**config.mk**
```make
export PLATFORM = sky130hd
export DESIGN_NAME = decaying_load_latency_monitor_core_flat
export DESIGN_NICKNAME = d
export VERILOG_FILES = /design/src/hdl/dllm_pkg.sv /design/src/hdl/dllm_ifs.sv /design/src/hdl/decaying_load_latency_monitor_core.sv /design/src/hdl/dllm_muldiv.sv /design/src/flat_wrapper.sv
export SDC_FILE = /design/constraint.sdc
export NUM_CORES = 2
export LEC_CHECK = 0
export ABC_CLOCK_PERIOD_IN_PS = 8420
export BUFFER_PORTS_ARGS = -buffer_cell sky130_fd_sc_hd__buf_4
export CAP_MARGIN = 0
export CORE_MARGIN = 2
export CORE_UTILIZATION = 37
export DETAILED_ROUTE_END_ITERATION = 6
export PLACE_DENSITY = 0.58
export SETUP_SLACK_MARGIN = 0.4
export SYNTH_ARGS = -nofsm -noshare
export SYNTH_HDL_FRONTEND = slang
export SYNTH_SLANG_ARGS = --single-unit
```
**constraint.sdc**
```tcl
create_clock -name clk -period 8.42 [get_ports clk]
set_input_delay 0.421 -clock clk [delete_from_list [all_inputs] [get_ports clk]]
set_output_delay 0.421 -clock clk [all_outputs]
set_load 0.1 [all_outputs]
```
**src/hdl/dllm_pkg.sv**
```systemverilog
package dllm_pkg;

  localparam int MODE_W    = 3;
  localparam int SEC_W     = 32;
  localparam int LAT_W     = 20;
  localparam int LAT4_W    = LAT_W + 2;
  localparam int NUM_W     = 16;
  localparam int OUT_W     = 46;
  localparam int TGT_W     = 32;
  localparam int CFG_IDX_W = 1;

  // item modes; the remaining codes only age and query
  localparam logic [MODE_W-1:0] MODE_COUNT = 3'd1;
  localparam logic [MODE_W-1:0] MODE_LAT   = 3'd2;
  localparam logic [MODE_W-1:0] MODE_BOTH  = 3'd3;
  localparam logic [MODE_W-1:0] MODE_BATCH = 3'd4;

  // register indexes
  localparam logic [CFG_IDX_W-1:0] CFG_TARGET_AVG  = 1'b0;
  localparam logic [CFG_IDX_W-1:0] CFG_TARGET_PEAK = 1'b1;

  // shared mul/div unit operations
  typedef enum logic [1:0] {
    MD_MUL,       // product of operand and multiplier
    MD_DIV_WIDE,  // previous product divided by operand
    MD_DIV_ACC    // accumulator-wide dividend divided by operand
  } md_op_t;

  typedef struct packed {
    logic   start;
    md_op_t op;
  } md_cmd_t;

  typedef struct packed {
    logic busy;
    logic done;
  } md_sts_t;

endpackage

```
**src/hdl/dllm_ifs.sv**
```systemverilog
interface dllm_in_if import dllm_pkg::*; ();
  logic              valid;
  logic              ready;
  logic [MODE_W-1:0] mode;
  logic [SEC_W-1:0]  now_seconds;
  logic [LAT_W-1:0]  latency_ms;
  logic [NUM_W-1:0]  sample_count;

  modport source (output valid, mode, now_seconds, latency_ms, sample_count, input ready);
  modport sink   (input valid, mode, now_seconds, latency_ms, sample_count, output ready);
endinterface

interface dllm_out_if import dllm_pkg::*; ();
  logic             valid;
  logic             ready;
  logic [OUT_W-1:0] count_rate;
  logic [OUT_W-1:0] avg_latency;
  logic [OUT_W-1:0] peak_latency;
  logic             overloaded;

  modport source (output valid, count_rate, avg_latency, peak_latency, overloaded,
                  input ready);
  modport sink   (input valid, count_rate, avg_latency, peak_latency, overloaded,
                  output ready);
endinterface

```
**src/hdl/decaying_load_latency_monitor_core.sv**
```systemverilog
// Decaying load and latency monitor. Each beat on in_ch first ages four
// accumulators to now_seconds (one decay round per elapsed second, a full
// clear when time runs backward or more than STALE_SECONDS ahead), records
// the sample or batch, and returns one beat on out_ch with the count rate,
// average and peak latency and the overload flag. One item at a time: ready
// drops for the whole item. After the decay rounds, the item takes two output
// quotients when events are held, a peak multiply in the latency modes and
// for a non-empty batch, and a batch divide when sample_count exceeds one.
// These share the single mul/div adder, which retires one bit per cycle. The
// result sits in an output register, so a new beat is taken while the last
// result waits. Target registers are written through cfg_we/cfg_idx/cfg_wdata
// and should only change while the block is idle.
module decaying_load_latency_monitor_core import dllm_pkg::*; #(
  parameter int STALE_SECONDS = 8,
  parameter int ACC_WIDTH     = 48
) (
  input  logic                 clk,
  input  logic                 rst_n,
  dllm_in_if.sink              in_ch,
  dllm_out_if.source           out_ch,
  input  logic                 cfg_we,
  input  logic [CFG_IDX_W-1:0] cfg_idx,
  input  logic [TGT_W-1:0]     cfg_wdata
);

  localparam int PROD_W = ACC_WIDTH + LAT4_W;
  localparam int RND_W  = $clog2(STALE_SECONDS + 1);
  localparam logic [ACC_WIDTH-1:0] ACC_MAX = '1;

  typedef enum logic [3:0] {
    S_IDLE,      // wait for a beat
    S_AGE,       // one decay round per cycle
    S_REC,       // record count / latency / batch
    S_PK_MUL,    // events * latency, in quarter-ms units
    S_PK_MUL_W,
    S_PK_DIV,    // ... / sample_count for a batch
    S_PK_DIV_W,
    S_PK_UPD,    // raise peak accumulator
    S_CHK,       // any events?
    S_AVG_DIV,   // avg_acc / events
    S_AVG_W,
    S_PKQ_DIV,   // peak_acc / events
    S_PKQ_W,
    S_DONE       // hand result to the output register
  } state_t;

  state_t               state_r, state_nxt;
  logic [SEC_W-1:0]     last_r, last_nxt;
  logic [ACC_WIDTH-1:0] cnt_acc_r, cnt_acc_nxt;
  logic [ACC_WIDTH-1:0] evt_acc_r, evt_acc_nxt;
  logic [ACC_WIDTH-1:0] avg_acc_r, avg_acc_nxt;
  logic [ACC_WIDTH-1:0] pk_acc_r, pk_acc_nxt;
  logic [MODE_W-1:0]    mode_r, mode_nxt;
  logic [LAT_W-1:0]     lat_r, lat_nxt;
  logic [NUM_W-1:0]     num_r, num_nxt;
  logic [RND_W-1:0]     rnd_r, rnd_nxt;
  logic [ACC_WIDTH-1:0] avg_q_r, avg_q_nxt;
  logic [ACC_WIDTH-1:0] pk_q_r, pk_q_nxt;
  logic [TGT_W-1:0]     tgt_avg_r, tgt_avg_nxt;
  logic [TGT_W-1:0]     tgt_pk_r, tgt_pk_nxt;
  logic                 out_valid_r, out_valid_nxt;
  logic [OUT_W-1:0]     out_cnt_r, out_cnt_nxt;
  logic [OUT_W-1:0]     out_avg_r, out_avg_nxt;
  logic [OUT_W-1:0]     out_pk_r, out_pk_nxt;
  logic                 out_over_r, out_over_nxt;

  md_cmd_t              md_cmd;
  md_sts_t              md_sts;
  logic [ACC_WIDTH-1:0] md_opnd;
  logic [ACC_WIDTH-1:0] md_dividend;
  logic [PROD_W-1:0]    md_result;

  logic                 in_fire;
  logic [SEC_W:0]       ahead;
  logic                 stale;
  logic                 rec_lat;
  logic [NUM_W-1:0]     evt_inc;
  logic [ACC_WIDTH-1:0] cand;
  logic [ACC_WIDTH-1:0] avg_val, pk_val;
  logic                 over;

  function automatic logic [ACC_WIDTH-1:0] sat_add(input logic [ACC_WIDTH-1:0] x,
                                                    input logic [LAT_W-1:0] inc);
    logic [ACC_WIDTH:0] s;
    s = {1'b0, x} + (ACC_WIDTH + 1)'(inc);
    return s[ACC_WIDTH] ? ACC_MAX : s[ACC_WIDTH-1:0];
  endfunction

  // lose a quarter, rounded up
  function automatic logic [ACC_WIDTH-1:0] less_q_up(input logic [ACC_WIDTH-1:0] x);
    return x - ((x >> 2) + ACC_WIDTH'(|x[1:0]));
  endfunction

  assign in_fire = in_ch.valid && in_ch.ready;

  // backward time shows up as a borrow out of the 33-bit difference
  assign ahead = {1'b0, in_ch.now_seconds} - {1'b0, last_r};
  assign stale = ahead[SEC_W] || (ahead[SEC_W-1:0] > SEC_W'(STALE_SECONDS));

  assign rec_lat = (mode_r inside {MODE_LAT, MODE_BOTH, MODE_BATCH});
  assign evt_inc = (mode_r == MODE_BATCH) ? num_r : NUM_W'(1);

  // exact candidate, clipped to the accumulator range
  assign cand = (|md_result[PROD_W-1:ACC_WIDTH]) ? ACC_MAX : md_result[ACC_WIDTH-1:0];

  assign avg_val = avg_q_r >> 2;
  assign pk_val  = pk_q_r >> 2;
  assign over    = ((tgt_pk_r != '0) && (pk_val > ACC_WIDTH'(tgt_pk_r))) ||
                   ((tgt_avg_r != '0) && (avg_val > ACC_WIDTH'(tgt_avg_r)));

  // shared unit commands
  always_comb begin
    md_cmd.start = 1'b0;
    md_cmd.op    = MD_MUL;
    case (state_r)
      S_PK_MUL: begin
        md_cmd.start = 1'b1;
        md_cmd.op    = MD_MUL;
      end
      S_PK_DIV: begin
        md_cmd.start = 1'b1;
        md_cmd.op    = MD_DIV_WIDE;
      end
      S_AVG_DIV, S_PKQ_DIV: begin
        md_cmd.start = 1'b1;
        md_cmd.op    = MD_DIV_ACC;
      end
      default: begin
        md_cmd.start = 1'b0;
      end
    endcase
  end

  assign md_opnd     = (state_r == S_PK_DIV) ? ACC_WIDTH'(num_r) : evt_acc_r;
  assign md_dividend = (state_r == S_PKQ_DIV) ? pk_acc_r : avg_acc_r;

  dllm_muldiv #(
    .ACC_WIDTH (ACC_WIDTH)
  ) u_muldiv (
    .clk      (clk),
    .rst_n    (rst_n),
    .cmd      (md_cmd),
    .sts      (md_sts),
    .opnd     (md_opnd),
    .mplier   ({lat_r, 2'b00}),
    .dividend (md_dividend),
    .result   (md_result)
  );

  always_comb begin
    state_nxt     = state_r;
    last_nxt      = last_r;
    cnt_acc_nxt   = cnt_acc_r;
    evt_acc_nxt   = evt_acc_r;
    avg_acc_nxt   = avg_acc_r;
    pk_acc_nxt    = pk_acc_r;
    mode_nxt      = mode_r;
    lat_nxt       = lat_r;
    num_nxt       = num_r;
    rnd_nxt       = rnd_r;
    avg_q_nxt     = avg_q_r;
    pk_q_nxt      = pk_q_r;
    tgt_avg_nxt   = tgt_avg_r;
    tgt_pk_nxt    = tgt_pk_r;
    out_valid_nxt = out_valid_r;
    out_cnt_nxt   = out_cnt_r;
    out_avg_nxt   = out_avg_r;
    out_pk_nxt    = out_pk_r;
    out_over_nxt  = out_over_r;

    if (cfg_we) begin
      case (cfg_idx)
        CFG_TARGET_AVG:  tgt_avg_nxt = cfg_wdata;
        CFG_TARGET_PEAK: tgt_pk_nxt  = cfg_wdata;
        default: ;
      endcase
    end

    if (out_valid_r && out_ch.ready) begin
      out_valid_nxt = 1'b0;
    end

    case (state_r)
      S_IDLE: begin
        if (in_fire) begin
          mode_nxt = in_ch.mode;
          num_nxt  = in_ch.sample_count;
          // in the single-sample modes the smallest non-zero latency records as zero
          if ((in_ch.mode inside {MODE_LAT, MODE_BOTH}) &&
              (in_ch.latency_ms == LAT_W'(1))) begin
            lat_nxt = '0;
          end else begin
            lat_nxt = in_ch.latency_ms;
          end
          last_nxt = in_ch.now_seconds;
          if (in_ch.now_seconds == last_r) begin
            state_nxt = S_REC;
          end else if (stale) begin
            cnt_acc_nxt = '0;
            evt_acc_nxt = '0;
            avg_acc_nxt = '0;
            pk_acc_nxt  = '0;
            state_nxt   = S_REC;
          end else begin
            rnd_nxt   = ahead[RND_W-1:0];
            state_nxt = S_AGE;
          end
        end
      end
      S_AGE: begin
        cnt_acc_nxt = less_q_up(cnt_acc_r);
        evt_acc_nxt = less_q_up(evt_acc_r);
        avg_acc_nxt = avg_acc_r - (avg_acc_r >> 2);
        pk_acc_nxt  = pk_acc_r - (pk_acc_r >> 2);
        rnd_nxt     = rnd_r - RND_W'(1);
        if (rnd_r == RND_W'(1)) begin
          state_nxt = S_REC;
        end
      end
      S_REC: begin
        if (mode_r inside {MODE_COUNT, MODE_BOTH}) begin
          cnt_acc_nxt = sat_add(cnt_acc_r, LAT_W'(1));
        end else if (mode_r == MODE_BATCH) begin
          cnt_acc_nxt = sat_add(cnt_acc_r, LAT_W'(num_r));
        end
        if (rec_lat) begin
          evt_acc_nxt = sat_add(evt_acc_r, LAT_W'(evt_inc));
          avg_acc_nxt = sat_add(avg_acc_r, lat_r);
          pk_acc_nxt  = sat_add(pk_acc_r, lat_r);
        end
        // empty batch skips the candidate
        if ((mode_r inside {MODE_LAT, MODE_BOTH}) ||
            ((mode_r == MODE_BATCH) && (num_r != '0))) begin
          state_nxt = S_PK_MUL;
        end else begin
          state_nxt = S_CHK;
        end
      end
      S_PK_MUL: begin
        state_nxt = S_PK_MUL_W;
      end
      S_PK_MUL_W: begin
        if (md_sts.done) begin
          // a batch of one skips the divide by one
          if ((mode_r == MODE_BATCH) && (num_r != NUM_W'(1))) begin
            state_nxt = S_PK_DIV;
          end else begin
            state_nxt = S_PK_UPD;
          end
        end
      end
      S_PK_DIV: begin
        state_nxt = S_PK_DIV_W;
      end
      S_PK_DIV_W: begin
        if (md_sts.done) begin
          state_nxt = S_PK_UPD;
        end
      end
      S_PK_UPD: begin
        if (pk_acc_r < cand) begin
          pk_acc_nxt = cand;
        end
        state_nxt = S_CHK;
      end
      S_CHK: begin
        if (evt_acc_r == '0) begin
          avg_q_nxt = '0;
          pk_q_nxt  = '0;
          state_nxt = S_DONE;
        end else begin
          state_nxt = S_AVG_DIV;
        end
      end
      S_AVG_DIV: begin
        state_nxt = S_AVG_W;
      end
      S_AVG_W: begin
        if (md_sts.done) begin
          avg_q_nxt = md_result[ACC_WIDTH-1:0];
          state_nxt = S_PKQ_DIV;
        end
      end
      S_PKQ_DIV: begin
        state_nxt = S_PKQ_W;
      end
      S_PKQ_W: begin
        if (md_sts.done) begin
          pk_q_nxt  = md_result[ACC_WIDTH-1:0];
          state_nxt = S_DONE;
        end
      end
      S_DONE: begin
        if (!out_valid_r || out_ch.ready) begin
          out_valid_nxt = 1'b1;
          out_cnt_nxt   = OUT_W'(cnt_acc_r >> 2);
          out_avg_nxt   = OUT_W'(avg_val);
          out_pk_nxt    = OUT_W'(pk_val);
          out_over_nxt  = over;
          state_nxt     = S_IDLE;
        end
      end
      default: begin
        state_nxt = S_IDLE;
      end
    endcase
  end

  always_ff @(posedge clk) begin
    if (!rst_n) begin
      state_r     <= S_IDLE;
      last_r      <= '0;
      cnt_acc_r   <= '0;
      evt_acc_r   <= '0;
      avg_acc_r   <= '0;
      pk_acc_r    <= '0;
      rnd_r       <= '0;
      tgt_avg_r   <= '0;
      tgt_pk_r    <= '0;
      out_valid_r <= 1'b0;
    end else begin
      state_r     <= state_nxt;
      last_r      <= last_nxt;
      cnt_acc_r   <= cnt_acc_nxt;
      evt_acc_r   <= evt_acc_nxt;
      avg_acc_r   <= avg_acc_nxt;
      pk_acc_r    <= pk_acc_nxt;
      rnd_r       <= rnd_nxt;
      tgt_avg_r   <= tgt_avg_nxt;
      tgt_pk_r    <= tgt_pk_nxt;
      out_valid_r <= out_valid_nxt;
    end
    mode_r     <= mode_nxt;
    lat_r      <= lat_nxt;
    num_r      <= num_nxt;
    avg_q_r    <= avg_q_nxt;
    pk_q_r     <= pk_q_nxt;
    out_cnt_r  <= out_cnt_nxt;
    out_avg_r  <= out_avg_nxt;
    out_pk_r   <= out_pk_nxt;
    out_over_r <= out_over_nxt;
  end

  assign in_ch.ready         = (state_r == S_IDLE) && !md_sts.busy;
  assign out_ch.valid        = out_valid_r;
  assign out_ch.count_rate   = out_cnt_r;
  assign out_ch.avg_latency  = out_avg_r;
  assign out_ch.peak_latency = out_pk_r;
  assign out_ch.overloaded   = out_over_r;

endmodule

```
**src/hdl/dllm_muldiv.sv**
```systemverilog
// Shift-add multiplier and restoring divider around one adder, one bit per cycle.
module dllm_muldiv import dllm_pkg::*; #(
  parameter int ACC_WIDTH = 48,
  localparam int PROD_W = ACC_WIDTH + LAT4_W
) (
  input  logic                 clk,
  input  logic                 rst_n,
  input  md_cmd_t              cmd,
  output md_sts_t              sts,
  input  logic [ACC_WIDTH-1:0] opnd,
  input  logic [LAT4_W-1:0]    mplier,
  input  logic [ACC_WIDTH-1:0] dividend,
  output logic [PROD_W-1:0]    result
);

  localparam int STEP_W = $clog2(PROD_W + 1);

  logic [PROD_W-1:0]    acc_r, acc_nxt;
  logic [ACC_WIDTH-1:0] rem_r, rem_nxt;
  logic [ACC_WIDTH-1:0] opnd_r, opnd_nxt;
  logic [LAT4_W-1:0]    mpl_r, mpl_nxt;
  logic [STEP_W-1:0]    cnt_r, cnt_nxt;
  md_op_t               op_r, op_nxt;
  logic                 done_r, done_nxt;

  logic [ACC_WIDTH:0]   rem_sh;
  logic [PROD_W-1:0]    add_a, add_b, sum;
  logic                 add_cin;
  logic                 ge;

  // the one adder: accumulate for mul, trial subtract for div
  always_comb begin
    rem_sh = {rem_r, acc_r[PROD_W-1]};
    if (op_r == MD_MUL) begin
      add_a   = {acc_r[PROD_W-2:0], 1'b0};
      add_b   = mpl_r[LAT4_W-1] ? PROD_W'(opnd_r) : '0;
      add_cin = 1'b0;
    end else begin
      add_a   = PROD_W'(rem_sh);
      add_b   = ~PROD_W'(opnd_r);
      add_cin = 1'b1;
    end
    sum = add_a + add_b + PROD_W'(add_cin);
    ge  = ~sum[PROD_W-1];
  end

  always_comb begin
    acc_nxt  = acc_r;
    rem_nxt  = rem_r;
    opnd_nxt = opnd_r;
    mpl_nxt  = mpl_r;
    cnt_nxt  = cnt_r;
    op_nxt   = op_r;
    done_nxt = 1'b0;
    if (cmd.start) begin
      op_nxt   = cmd.op;
      opnd_nxt = opnd;
      rem_nxt  = '0;
      case (cmd.op)
        MD_MUL: begin
          acc_nxt = '0;
          mpl_nxt = mplier;
          cnt_nxt = STEP_W'(LAT4_W);
        end
        MD_DIV_WIDE: begin
          cnt_nxt = STEP_W'(PROD_W);
        end
        MD_DIV_ACC: begin
          // left-align; low bits fill with quotient
          acc_nxt = {dividend, {LAT4_W{1'b0}}};
          cnt_nxt = STEP_W'(ACC_WIDTH);
        end
        default: begin
          cnt_nxt = '0;
        end
      endcase
    end else if (cnt_r != '0) begin
      cnt_nxt  = cnt_r - STEP_W'(1);
      done_nxt = (cnt_r == STEP_W'(1));
      if (op_r == MD_MUL) begin
        acc_nxt = sum;
        mpl_nxt = {mpl_r[LAT4_W-2:0], 1'b0};
      end else begin
        acc_nxt = {acc_r[PROD_W-2:0], ge};
        rem_nxt = ge ? sum[ACC_WIDTH-1:0] : rem_sh[ACC_WIDTH-1:0];
      end
    end
  end

  always_ff @(posedge clk) begin
    if (!rst_n) begin
      cnt_r  <= '0;
      op_r   <= MD_MUL;
      done_r <= 1'b0;
    end else begin
      cnt_r  <= cnt_nxt;
      op_r   <= op_nxt;
      done_r <= done_nxt;
    end
    acc_r  <= acc_nxt;
    rem_r  <= rem_nxt;
    opnd_r <= opnd_nxt;
    mpl_r  <= mpl_nxt;
  end

  assign sts.busy = (cnt_r != '0);
  assign sts.done = done_r;
  assign result   = acc_r;

endmodule

```
**src/flat_wrapper.sv**
```systemverilog
// flat-port wrapper written by rule: the top's interface ports become plain ports
module decaying_load_latency_monitor_core_flat import dllm_pkg::*;
#(
  parameter int STALE_SECONDS = 8,
  parameter int ACC_WIDTH     = 48
)
  (clk, rst_n, cfg_we, cfg_idx, cfg_wdata, in_ch_valid, in_ch_mode, in_ch_now_seconds, in_ch_latency_ms, in_ch_sample_count, in_ch_ready, out_ch_valid, out_ch_count_rate, out_ch_avg_latency, out_ch_peak_latency, out_ch_overloaded, out_ch_ready);
  dllm_in_if in_ch_i ();
  dllm_out_if out_ch_i ();
  input  logic clk;
  input  logic rst_n;
  input  logic cfg_we;
  input  logic [CFG_IDX_W-1:0] cfg_idx;
  input  logic [TGT_W-1:0] cfg_wdata;
  input wire logic [$bits(in_ch_i.valid)-1:0] in_ch_valid;
  input wire logic [$bits(in_ch_i.mode)-1:0] in_ch_mode;
  input wire logic [$bits(in_ch_i.now_seconds)-1:0] in_ch_now_seconds;
  input wire logic [$bits(in_ch_i.latency_ms)-1:0] in_ch_latency_ms;
  input wire logic [$bits(in_ch_i.sample_count)-1:0] in_ch_sample_count;
  output wire logic [$bits(in_ch_i.ready)-1:0] in_ch_ready;
  output wire logic [$bits(out_ch_i.valid)-1:0] out_ch_valid;
  output wire logic [$bits(out_ch_i.count_rate)-1:0] out_ch_count_rate;
  output wire logic [$bits(out_ch_i.avg_latency)-1:0] out_ch_avg_latency;
  output wire logic [$bits(out_ch_i.peak_latency)-1:0] out_ch_peak_latency;
  output wire logic [$bits(out_ch_i.overloaded)-1:0] out_ch_overloaded;
  input wire logic [$bits(out_ch_i.ready)-1:0] out_ch_ready;
  assign in_ch_i.valid = in_ch_valid;
  assign in_ch_i.mode = in_ch_mode;
  assign in_ch_i.now_seconds = in_ch_now_seconds;
  assign in_ch_i.latency_ms = in_ch_latency_ms;
  assign in_ch_i.sample_count = in_ch_sample_count;
  assign in_ch_ready = in_ch_i.ready;
  assign out_ch_valid = out_ch_i.valid;
  assign out_ch_count_rate = out_ch_i.count_rate;
  assign out_ch_avg_latency = out_ch_i.avg_latency;
  assign out_ch_peak_latency = out_ch_i.peak_latency;
  assign out_ch_overloaded = out_ch_i.overloaded;
  assign out_ch_i.ready = out_ch_ready;
  decaying_load_latency_monitor_core #(.STALE_SECONDS(STALE_SECONDS), .ACC_WIDTH(ACC_WIDTH)) u_core (.clk(clk), .rst_n(rst_n), .in_ch(in_ch_i), .out_ch(out_ch_i), .cfg_we(cfg_we), .cfg_idx(cfg_idx), .cfg_wdata(cfg_wdata));
endmodule
```
==> results.yml <==
clock_network:
  cts_root_buffer: "sky130_fd_sc_hd__clkbuf_16"
  numClockSinks: 763
  ctsLongestPathBuffers: 3
  clk-insertion-delay-late_ps: 760
  numCtsBuffers: 92
  path_clk_slew_ps: 60
  cts.repair_timing.setup_buffer_count: 0
  cts_tree: "done"
  number_of_h_tree_levels: 3
worst_setup_path:
  worstPathArrival_ps: 6790
  crit_type: "register to register"
  timing.reg2reg.worst_path_depth: 19
  setup.worst_path.end: "u_core.u_muldiv.result[58]$_DFFE_PP_"
  required_time_of_the_worst_setup_path_ps: 8880
  crit-reg2reg-launch: "u_core.u_muldiv.op_r[1]$_SDFFE_PN0N_"
  cp-start-kind: "register"
  setup.worst_path.end_class: "register"
  worst_r2r_endpoint: "u_core.u_muldiv.result[58]$_DFFE_PP_"
  regToRegSetupSlack_ps: 2100
  crit_start: "u_core.u_muldiv.op_r[1]$_SDFFE_PN0N_"
  critical_path.max_fanout: 42
sta:
  fraction_of_the_cycle_the_final_worst_path_needs_pct: 75.1
  setup_viol: 0
  finClkSkew_ps: 66.3
  max_freq_mhz: 158
  slew_violations: 0
  timing.slew.headroom_pct: 10.6
  finalSetupTns_ps: 0
  grt_setup_unrepaired: "no"
  timing.final.hold_violations: 0
  final_period_minus_worst_setup_slack_ps: 6320
  worst_slew_pin_slew_ps: 1340
drt:
  detail-route-antenna-nets: 0
  post_drt_via_cell_ratio: 5.95
  first_iter_violations: 5846
  wl_per_cell_um: 23.0
  num_vias: 56800
  drc: 0
  route.final.wire_length_um: 220000
  drt-pass1-iter-count: 6
grt:
  initial_antenna_violation_count: 14
  number_of_global_route_vias_before_repair: 53500
  wire_length_of_the_first_global_routing_pass_um: 332000
  pin_count_of_the_biggest_net_entering_global_routing: 143
  track_usage_pct: 26.0
  global_route.overflow_total: 0
layout:
  nFillCells: 16100
  final_layout_net_count: 7982
  final_util_pct: 42.1
  syn2layout_area_growth_pct: 13.2
  cell_area_after_layout_um2: 67300
  layout-drive-gt1-share_pct: 7.50
  register_area_um2: 19400
  multi_input_comb_area_um2: 36900
placement:
  globalplace.congestion: 0.978
  place_hpwl_um: 160000
  buffers_added_on_ports: 249
  placement.cell_area_um2: 63000
die:
  rows: 147
  die_width_um: 405
  core_area_um2: 160000
  dieArea_um2: 164000
  io_pins: 250
  initial_util_pct: 37.2
  die_height_um: 405
yosys:
  synth_nets: 7896
  yosysWarningCount: 0
  synth.lib_cells_used.distinct: 87
  mappedNetlistArea_um2: 59500
  synth_enable_flop_cells: 408
  synth.avg_cell_area_um2: 8.17
  synthCells: 7275
  yosys_register_bits: 763
  asyncSetResetFlopFracSynth_pct: 0
  synth_seq_area_share_pct: 32.6
  synth_flop_cell: "sky130_fd_sc_hd__edfxtp_1"
power_and_ir_drop:
  leakagePower_nw: 27.0
  pwr_density_cell_nw_per_um2: 384
  worst_ir_drop_vdd_uv: 354
flow_run:
  drv_cap: 0
outcome:
  status: "finished clean"
hold_path:
  worst_hold_path_type: "primary input to register"
-- power breakdown --
part	switching [W]	internal [W]	total, W
Clock	0.00188	0.00249	0.00437
Combinational	0.00929	0.00580	0.0151
Sequential	0.00143	0.00493	0.00636
-- worst min-delay path by stage --
stage | from | endpoint | depth (start not counted)
after global routing | out_ch_ready | u_core.out_ch.valid$_SDFF_PN0_ | 3
after detailed placement | u_core.avg_q_r[38]$_SDFFCE_PN0P_ | u_core.out_ch.avg_latency[36]$_DFFE_PP_ | 0
final | out_ch_ready | u_core.out_ch.valid$_SDFF_PN0_ | 3
after floorplan | u_core.cnt_acc_r[47]$_SDFFE_PN0P_ | u_core.out_ch.count_rate[45]$_DFFE_PP_ | 0
after CTS | out_ch_ready | u_core.out_ch.valid$_SDFF_PN0_ | 3
after global placement | u_core.pk_q_r[46]$_SDFFCE_PN0P_ | u_core.out_ch.peak_latency[44]$_DFFE_PP_ | 0
-- cell usage after synthesis, types with 140 or more instances --
cell type	number	area [um^2]
sky130_fd_sc_hd__edfxtp_1	408	12300
sky130_fd_sc_hd__nor2_1	465	1750
sky130_fd_sc_hd__ha_1	500	6260
sky130_fd_sc_hd__nand3_1	152	761
sky130_fd_sc_hd__xnor2_1	258	2260
sky130_fd_sc_hd__and2_1	140	876
sky130_fd_sc_hd__xor2_1	146	1280
sky130_fd_sc_hd__clkbuf_1	367	1380
sky130_fd_sc_hd__o21ai_0	341	1710
sky130_fd_sc_hd__inv_1	443	1660
sky130_fd_sc_hd__nor3_1	140	701
sky130_fd_sc_hd__a211oi_1	166	1250
sky130_fd_sc_hd__a21oi_1	832	4160
sky130_fd_sc_hd__nand2_1	853	3200
sky130_fd_sc_hd__a21o_1	208	1560
sky130_fd_sc_hd__dfxtp_1	355	7110
-- final cells by class --
| class | instances | share of cell area [%] |
|---|---|---|
| multi-input combinational | 5639 | 54.8 |
| antenna | 6 | 0.0223 |
| timing repair buffer | 419 | 5.13 |
| clock inverter | 61 | 1.26 |
| sequential | 763 | 28.8 |
| inverter | 446 | 2.51 |
| clock buffer | 111 | 3.63 |
| tap | 2086 | 3.88 |
-- per-layer routing --
| metal | wire (um) | GRT usage [%] | vias up |
|---|---|---|---|
| li1 | - | - | 26800 |
| met1 | 98900 | 36.3 | 27100 |
| met2 | 95800 | 40.3 | 2379 |
| met3 | 16500 | 4.07 | 427 |
| met4 | 8310 | 9.28 | 10 |
| met5 | 69 | 0 | - |
-- critical path, cell delays in order (launching register included) --
cell and delay (ps):
sky130_fd_sc_hd__dfxtp_1 320, sky130_fd_sc_hd__or2_4 390, sky130_fd_sc_hd__inv_4 470, sky130_fd_sc_hd__nand2_1 630
sky130_fd_sc_hd__buf_4 450, sky130_fd_sc_hd__nand2_1 100, sky130_fd_sc_hd__o21ai_0 100, sky130_fd_sc_hd__fa_1 440
sky130_fd_sc_hd__fa_1 430, sky130_fd_sc_hd__nand2b_1 180, sky130_fd_sc_hd__a21oi_1 170, sky130_fd_sc_hd__o21ai_0 200
sky130_fd_sc_hd__a31oi_1 420, sky130_fd_sc_hd__a31oi_1 200, sky130_fd_sc_hd__nand3_1 190, sky130_fd_sc_hd__a21oi_1 150
sky130_fd_sc_hd__o31a_1 490, sky130_fd_sc_hd__nor4b_1 420, sky130_fd_sc_hd__xnor2_1 160, sky130_fd_sc_hd__o22ai_1 100
-- through the flow --
| stage | cells | hold WS, ps | worst slack (ps) | total power, W |
|---|---|---|---|---|
| floorplan | 7275 | 406 | 696 | 0.0167 |
| detailed placement | 9250 | 436 | 2150 | 0.0211 |
| global placement | 9250 | 434 | 2270 | 0.0210 |
| CTS | 9525 | 141 | 2080 | 0.0256 |
| global route | 9527 | 190 | 1560 | 0.0275 |
| finish | 9531 | 230 | 2100 | 0.0258 |
-- cell usage in the layout, fill, tap and decap left out, drive strengths merged, types with 62 or more instances in the layout --
master,n
nor2,466
a31oi,106
dfxtp,355
nor4,111
inv,452
and3,68
o21a,66
a21oi,832
dlygate4sd3,103
xnor2,258
xor2,146
nand3,152
nor3,140
buf,316
and2,141
a21o,208
nand2b,65
o22ai,83
ha,500
nand2,853
o21ai,347
nand4,130
clkbuf,111
a211oi,166
mux2i,124
edfxtp,408
nor2b,62
-- cells by family after synthesis --
| kind of cell | count (synthesis) | synth area share (%) |
|---|---|---|
| AND/OR/NAND/NOR | 2310 | 18.4 |
| AO/OA/AOI/OAI | 2283 | 24.3 |
| buffers and inverters | 873 | 5.66 |
| flip-flops | 763 | 32.6 |
| adder cells (fa/ha/maj) | 512 | 10.9 |
| XOR/XNOR | 404 | 5.95 |
| multiplexers | 130 | 2.20 |
-- sequential cells by signal, indices dropped and copies added (netlist names), 20 cells and up --
signal	count
u_core.out_ch.avg_latency	46
u_core.evt_acc_r	48
u_core.pk_acc_r	48
u_core.avg_q_r	46
u_core.out_ch.peak_latency	46
u_core.u_muldiv.opnd_r	48
u_core.u_muldiv.mpl_r	20
u_core.out_ch.count_rate	46
u_core.tgt_avg_r	32
u_core.u_muldiv.rem_r	48
u_core.cnt_acc_r	48
u_core.avg_acc_r	48
u_core.lat_r	20
u_core.pk_q_r	46
u_core.last_r	32
u_core.tgt_pk_r	32
u_core.u_muldiv.result	70
-- what timing repair did --
action	4_1_cts	5_1_grt
hold buffers	103	0
endpoints found under the hold margin	135	0
gates resized for setup	0	0
Note: power is estimated with default switching activity, not from simulation.
